## config.mk

```make
export PLATFORM = sky130hd
export DESIGN_NAME = tss_fifo
export DESIGN_NICKNAME = d
export VERILOG_FILES = /design/src/hdl/tss_pkg.sv /design/src/hdl/tss_fifo.sv
export SDC_FILE = /design/constraint.sdc
export NUM_CORES = 1
export LEC_CHECK = 0
export BUFFER_PORTS_ARGS = -buffer_cell sky130_fd_sc_hd__buf_4
export CORE_MARGIN = 2
export CORE_UTILIZATION = 63
export DETAILED_ROUTE_END_ITERATION = 8
export PLACE_DENSITY = 0.91
export SYNTH_ARGS = -nofsm -noshare
export SYNTH_HDL_FRONTEND = slang
export SYNTH_SLANG_ARGS = --single-unit
```

## constraint.sdc

```tcl
create_clock -name clk -period 4.03 [get_ports clk]
set_input_delay 0.806 -clock clk [delete_from_list [all_inputs] [get_ports clk]]
set_output_delay 0.806 -clock clk [all_outputs]
set_load 0.02 [all_outputs]
```

## src/hdl/tss_pkg.sv

```systemverilog
// ----------------------------------------------------------------------------
// Task slot scheduler package
// Shared constants, request and result types and the slot table entry.
// ----------------------------------------------------------------------------
package tss_pkg;

	localparam int SLOTS  = 64;
	localparam int SLOT_W = 6;

	localparam logic [3:0] REQ_ALLOC    = 4'd0;
	localparam logic [3:0] REQ_RUNNABLE = 4'd1;
	localparam logic [3:0] REQ_DISPATCH = 4'd2;
	localparam logic [3:0] REQ_SLEEP    = 4'd3;
	localparam logic [3:0] REQ_WAKEUP   = 4'd4;
	localparam logic [3:0] REQ_KILL     = 4'd5;
	localparam logic [3:0] REQ_EXIT     = 4'd6;
	localparam logic [3:0] REQ_RELEASE  = 4'd7;
	localparam logic [3:0] REQ_QUERY    = 4'd8;

	localparam logic [2:0] ST_UNUSED   = 3'd0;
	localparam logic [2:0] ST_USED     = 3'd1;
	localparam logic [2:0] ST_SLEEPING = 3'd2;
	localparam logic [2:0] ST_RUNNABLE = 3'd3;
	localparam logic [2:0] ST_RUNNING  = 3'd4;
	localparam logic [2:0] ST_ZOMBIE   = 3'd5;

	localparam logic [1:0] STAT_OK       = 2'd0;
	localparam logic [1:0] STAT_EMPTY    = 2'd1;
	localparam logic [1:0] STAT_NOTFOUND = 2'd2;

	typedef struct packed {
		logic [3:0]        req_type;
		logic [SLOT_W-1:0] slot;
		logic [31:0]       channel;
		logic [30:0]       target_id;
	} tss_req_t;

	typedef struct packed {
		logic [1:0]        status;
		logic [SLOT_W-1:0] out_slot;
		logic [30:0]       out_id;
		logic [2:0]        out_state;
		logic              out_killed;
		logic [31:0]       out_sched_count;
		logic [6:0]        woken_count;
	} tss_rsp_t;

	typedef struct packed {
		logic [2:0]  state;
		logic [30:0] id;
		logic [31:0] chan;
		logic        killed;
		logic [31:0] sched;
	} tss_entry_t;

endpackage

```

## src/hdl/tss_fifo.sv

```systemverilog
// ----------------------------------------------------------------------------
// Slot queue
// Circular queue of slot numbers in a synchronous memory. Pop data appears
// in the cycle after the pop. A position never written reads as its own
// index, which gives the free list its initial contents of every slot in order.
// ----------------------------------------------------------------------------
module tss_fifo import tss_pkg::*; #(
	parameter bit FILLED = 1'b0
) (
	input  logic              clk,
	input  logic              arst_n,
	input  logic              push,
	input  logic [SLOT_W-1:0] push_data,
	input  logic              pop,
	output logic [SLOT_W-1:0] pop_data,
	output logic              empty,
	output logic              full
);

	logic [SLOT_W-1:0] mem [SLOTS];
	logic [SLOTS-1:0]  pv_q;
	logic [SLOT_W-1:0] head_q;
	logic [SLOT_W:0]   cnt_q;
	logic [SLOT_W-1:0] tail;
	logic [SLOT_W-1:0] rd_raw_q;
	logic [SLOT_W-1:0] rd_pos_q;
	logic              rd_vld_q;
	logic              push_ok;
	logic              pop_ok;

	assign empty   = (cnt_q == '0);
	assign full    = (cnt_q == (SLOT_W+1)'(SLOTS));
	assign tail    = head_q + cnt_q[SLOT_W-1:0];
	assign push_ok = push && !full;
	assign pop_ok  = pop && !empty;

	always_ff @(posedge clk) begin
		if (push_ok) begin
			mem[tail] <= push_data;
		end
		if (pop_ok) begin
			rd_raw_q <= mem[head_q];
			rd_pos_q <= head_q;
		end
	end

	always_ff @(posedge clk or negedge arst_n) begin
		if (!arst_n) begin
			pv_q     <= '0;
			rd_vld_q <= 1'b0;
			head_q   <= '0;
			cnt_q    <= FILLED ? (SLOT_W+1)'(SLOTS) : '0;
		end else begin
			if (push_ok) begin
				pv_q[tail] <= 1'b1;
			end
			if (pop_ok) begin
				rd_vld_q <= pv_q[head_q];
				head_q   <= head_q + 1'b1;
			end
			cnt_q <= cnt_q + (SLOT_W+1)'(push_ok) - (SLOT_W+1)'(pop_ok);
		end
	end

	assign pop_data = rd_vld_q ? rd_raw_q : rd_pos_q;

endmodule

```

==> flow_results.xml <==
<?xml version="1.0" encoding="UTF-8"?>
<metrics>
  <group name="run_status">
    <metric name="status" unit="">completed</metric>
  </group>
  <group name="logic_synthesis">
    <metric name="synth_commonest_cells" unit="">edfxtp_1 (396), mux4_2 (126), nor2_1 (83)</metric>
    <metric name="synth.most_common_cell" unit="">edfxtp_1</metric>
    <metric name="synth_largest_type_area_fraction" unit="%">62.1</metric>
    <metric name="mappedNetlistNets" unit="">1015</metric>
    <metric name="syn_area" unit="um2">19100</metric>
    <metric name="post_synth.cell_area_avg" unit="um2">19.4</metric>
    <metric name="synth_seq_area_share" unit="%">72.3</metric>
    <metric name="ys_async_sr_fraction" unit="%">16.5</metric>
    <metric name="postSynth.topFlopCell" unit="">edfxtp_1</metric>
    <metric name="synth_seq_cells" unit="">474</metric>
    <metric name="synth_area_leader_cell" unit="">edfxtp_1</metric>
    <metric name="synth-edff-count" unit="">396</metric>
    <metric name="synth_top_cells_by_area" unit="">edfxtp_1 (62%), mux4_2 (15%), dfrtp_1 (10%)</metric>
    <metric name="synthesis.yosys.warnings" unit="">0</metric>
    <metric name="synth_cells" unit="">988</metric>
    <metric name="yosysUniqueCellTypes" unit="">46</metric>
  </group>
  <group name="timing">
    <metric name="fmax" unit="GHz">0.252</metric>
    <metric name="fin_skew" unit="ps">16.2</metric>
    <metric name="final.period_utilization" unit="%">98.6</metric>
    <metric name="finalSetupViolCount" unit="">0</metric>
    <metric name="grt_setup_unrepaired" unit="">no</metric>
    <metric name="final_max_slew_violation_count" unit="">0</metric>
    <metric name="max-slew-margin-rel" unit="%">21.7</metric>
    <metric name="fin_setup_tns" unit="ps">0</metric>
    <metric name="tightest_slew" unit="ps">1160</metric>
    <metric name="hold_violations" unit="">0</metric>
    <metric name="finalWorstPathRequiredPeriod" unit="ps">3970</metric>
    <metric name="final_worst_setup_slack" unit="ps">57.9</metric>
  </group>
  <group name="clock_tree">
    <metric name="postCtsSetupBuffers" unit="">0</metric>
    <metric name="cts_tree" unit="">built</metric>
    <metric name="cts_sink_cnt" unit="">474</metric>
    <metric name="cts_buffer_depth" unit="">3</metric>
    <metric name="clock_latency" unit="ps">550</metric>
    <metric name="reg_clk_slew_reported_paths" unit="ps">60</metric>
    <metric name="post_cts.resized_instances" unit="">0</metric>
    <metric name="cts_made_buffers" unit="">45</metric>
    <metric name="clk_root_buffer_cell" unit="">clkbuf_16</metric>
    <metric name="htree_num_levels" unit="">2</metric>
    <metric name="hold_buffers" unit="">0</metric>
  </group>
  <group name="power">
    <metric name="power.internal" unit="W">0.0110</metric>
    <metric name="vdd_ir_drop_max" unit="uV">712</metric>
    <metric name="pwr-share-comb" unit="%">38.5</metric>
    <metric name="powerDensity" unit="nW/um2">825</metric>
    <metric name="seqPwrFrac" unit="%">38.7</metric>
    <metric name="share_clk_of_total_power" unit="%">22.8</metric>
    <metric name="power_leakage" unit="nW">6.97</metric>
    <metric name="netSwitchingPower" unit="W">0.00627</metric>
    <metric name="p_sw_share" unit="%">36.2</metric>
  </group>
  <group name="detailed_routing">
    <metric name="drt-vias-per-instance" unit="">7.05</metric>
    <metric name="detailedRoute.firstIterationViolations" unit="">1515</metric>
    <metric name="wl" unit="um">45400</metric>
    <metric name="drt-pass1-iter-count" unit="">5</metric>
    <metric name="vias" unit="">10142</metric>
    <metric name="drc" unit="">0</metric>
    <metric name="detail_route.wl_per_cell" unit="um">31.6</metric>
    <metric name="final_antenna_net_count" unit="">0</metric>
  </group>
  <group name="final_layout">
    <metric name="antennaDiodeCount" unit="">0</metric>
    <metric name="fin_util" unit="%">70.5</metric>
    <metric name="final_design_area_no_fill" unit="um2">21000</metric>
    <metric name="area_growth" unit="%">9.69</metric>
    <metric name="share_of_post_route_cells_with_drive_strength_above_1" unit="%">22.8</metric>
    <metric name="design.final.nets" unit="">1041</metric>
    <metric name="fillers" unit="">1638</metric>
  </group>
  <group name="setup_path">
    <metric name="worst_ep_required_time" unit="ps">4490</metric>
    <metric name="timing.reg2reg.worst_path_depth" unit="">14</metric>
    <metric name="setup.reg_to_reg.worst_slack" unit="ps">60</metric>
    <metric name="end_kind" unit="">flop</metric>
    <metric name="crit_type" unit="">flop to flop</metric>
    <metric name="crit_arrival" unit="ps">4430</metric>
    <metric name="regToRegEndpoint" unit="">cnt_q[6]$_DFF_PN0_</metric>
    <metric name="crit_path_max_incr_delay" unit="ps">940</metric>
    <metric name="startpoint_of_the_lowest_slack_register_to_register_path" unit="">cnt_q[5]$_DFF_PN0_</metric>
    <metric name="critical_path_peak_fanout" unit="">4</metric>
    <metric name="kind_of_start_point_of_the_critical_path" unit="">flop</metric>
    <metric name="cp_cell_sequence" unit="">inv_1, ha_1, nand4bb_1, o21ai_0, inv_2, ha_1, inv_1, ha_1, fa_1, a21oi_1, o21bai_1, a21oi_1, o21bai_1, xnor2_1</metric>
    <metric name="critPathSlowestCell" unit="">o21ai_0</metric>
    <metric name="timing.critical_path.mode_cell" unit="">ha_1</metric>
  </group>
  <group name="flow_run">
    <metric name="drv.max_cap_violation_count" unit="">0</metric>
  </group>
  <group name="die">
    <metric name="start_util" unit="%">64.2</metric>
    <metric name="core.rowCount" unit="">63</metric>
    <metric name="die_area" unit="um2">31800</metric>
    <metric name="fp.coreArea" unit="um2">29800</metric>
    <metric name="fp.dieW" unit="um">178</metric>
    <metric name="die_y" unit="um">178</metric>
    <metric name="num_io_pins" unit="">18</metric>
  </group>
  <group name="min_path">
    <metric name="min-delay-path-class" unit="">input pin to asynchronous set/reset pin</metric>
  </group>
  <group name="placed_design">
    <metric name="globalplace.congestion" unit="">0.895</metric>
    <metric name="placed_area" unit="um2">19600</metric>
    <metric name="preCtsSetupSlack" unit="ps">547</metric>
    <metric name="place.detailed.hpwl" unit="um">24200</metric>
    <metric name="port-buffer-count" unit="">17</metric>
  </group>
  <group name="global_routing">
    <metric name="grt_first_pass_wirelength" unit="um">67600</metric>
    <metric name="met2_grt_util" unit="%">46.6</metric>
    <metric name="grt_max_degree" unit="">121</metric>
    <metric name="combined_global_route_utilization_of_all_metal_layers" unit="%">29.7</metric>
    <metric name="globalRouteMet1Util" unit="%">40.8</metric>
    <metric name="grt_overflow" unit="">0</metric>
    <metric name="grt_use_met3" unit="%">6.20</metric>
    <metric name="busiest_layer" unit="">met2</metric>
    <metric name="vias_in_the_first_global_route" unit="">10486</metric>
    <metric name="antenna_found_initial" unit="">2</metric>
  </group>
</metrics>
[per-layer routing]
layer / wire [um] / up-vias
li1: - / 3996
met2: 21700 / 831
met1: 16200 / 5140
met5: 13 / -
met4: 2340 / 2
met3: 5150 / 173
[worst max-delay path by stage]
| stage | start | end | slack, ps | depth (start not counted) |
|---|---|---|---|---|
| after floorplan | cnt_q[5]$_DFF_PN0_ | cnt_q[6]$_DFF_PN0_ | 1060 | 14 |
| after global placement | cnt_q[5]$_DFF_PN0_ | cnt_q[6]$_DFF_PN0_ | 780 | 14 |
| after detailed placement | cnt_q[5]$_DFF_PN0_ | cnt_q[6]$_DFF_PN0_ | 550 | 14 |
| after CTS | cnt_q[5]$_DFF_PN0_ | cnt_q[6]$_DFF_PN0_ | 240 | 14 |
| after global routing | cnt_q[5]$_DFF_PN0_ | cnt_q[6]$_DFF_PN0_ | 30 | 14 |
| final | cnt_q[5]$_DFF_PN0_ | cnt_q[6]$_DFF_PN0_ | 60 | 14 |
[stage by stage]
stage | hold slack (ps) | total power, W | std cells
2_1_floorplan | 420 | 0.0110 | 988
3_3_place_gp | 452 | 0.0127 | 1357
5_1_grt | 479 | 0.0178 | 1438
6_report | 409 | 0.0173 | 1438
4_1_cts | 454 | 0.0171 | 1438
3_5_place_dp | 457 | 0.0130 | 1357
[cell type report]
class	instances	area [um2]	area share [%]
Clock inverter	15	70.1	0.334
Timing Repair Buffer	39	318	1.51
Tap cell	390	488	2.32
Multi-Input combinational cell	443	4950	23.6
Inverter	11	41.3	0.197
Clock buffer	66	1280	6.08
Sequential cell	474	13900	66.0
[power by group through the flow]
stage | Clock, W | Combinational [W] | Sequential [W]
CTS | 0.00395 | 0.00651 | 0.00667
detailed placement | 0 | 0.00631 | 0.00671
floorplan | 0 | 0.00456 | 0.00649
finish | 0.00394 | 0.00667 | 0.00670
global placement | 0 | 0.00604 | 0.00665
global route | 0.00414 | 0.00692 | 0.00673
[cell usage in the layout (no fill, tap or decap), types with 2 or more instances in the layout]
master / count
nand3_1: 14
dfrtp_4: 2
or3_1: 2
nand3b_1: 2
clkbuf_8: 3
a21o_1: 4
a21oi_1: 14
mux2_2: 11
nor3_1: 5
nand2_1: 15
ha_1: 15
buf_12: 2
nor2_1: 83
o21bai_1: 67
dfrtp_1: 74
nand4_1: 3
mux2i_1: 16
a31o_1: 4
nor2b_1: 9
inv_1: 10
mux4_2: 126
o22ai_1: 5
clkbuf_16: 47
dfrtp_2: 2
clkinv_2: 7
a221oi_1: 2
o21ai_0: 2
fa_1: 2
buf_4: 37
a211oi_1: 6
a31oi_1: 2
xor2_1: 9
clkinv_1: 7
xnor2_1: 10
edfxtp_1: 396
clkbuf_1: 16
nand2b_1: 2
o21ai_1: 2
[cells by family (layout without fill, tap and decap cells)]
logic type      after synthesis  after routing  synth area share (%)
compound gates              113            113                  4.20
xor+xnor                     19             19                 0.869
simple gates                141            141                  3.27
fa+ha+maj                    17             17                  1.19
mux                         153            153                  16.3
flops                       474            474                  72.3
buf+inv                      71            131                  1.83
[flip-flops by register name, indices dropped and copies added (netlist names)]
register,flops
rd_raw_q,6
rd_pos_q,6
mem,384
head_q,6
pv_q,64
rd_vld_q,1
cnt_q,7
[critical path: cells and delay by family (launching register included)]
family | cells | cell delay (ps)
simple gates | 1 | 170
compound gates | 5 | 1610
xor+xnor | 1 | 190
buf+inv | 3 | 300
fa+ha+maj | 4 | 1150
flops | 1 | 470
(Power assumes the default switching activity.)
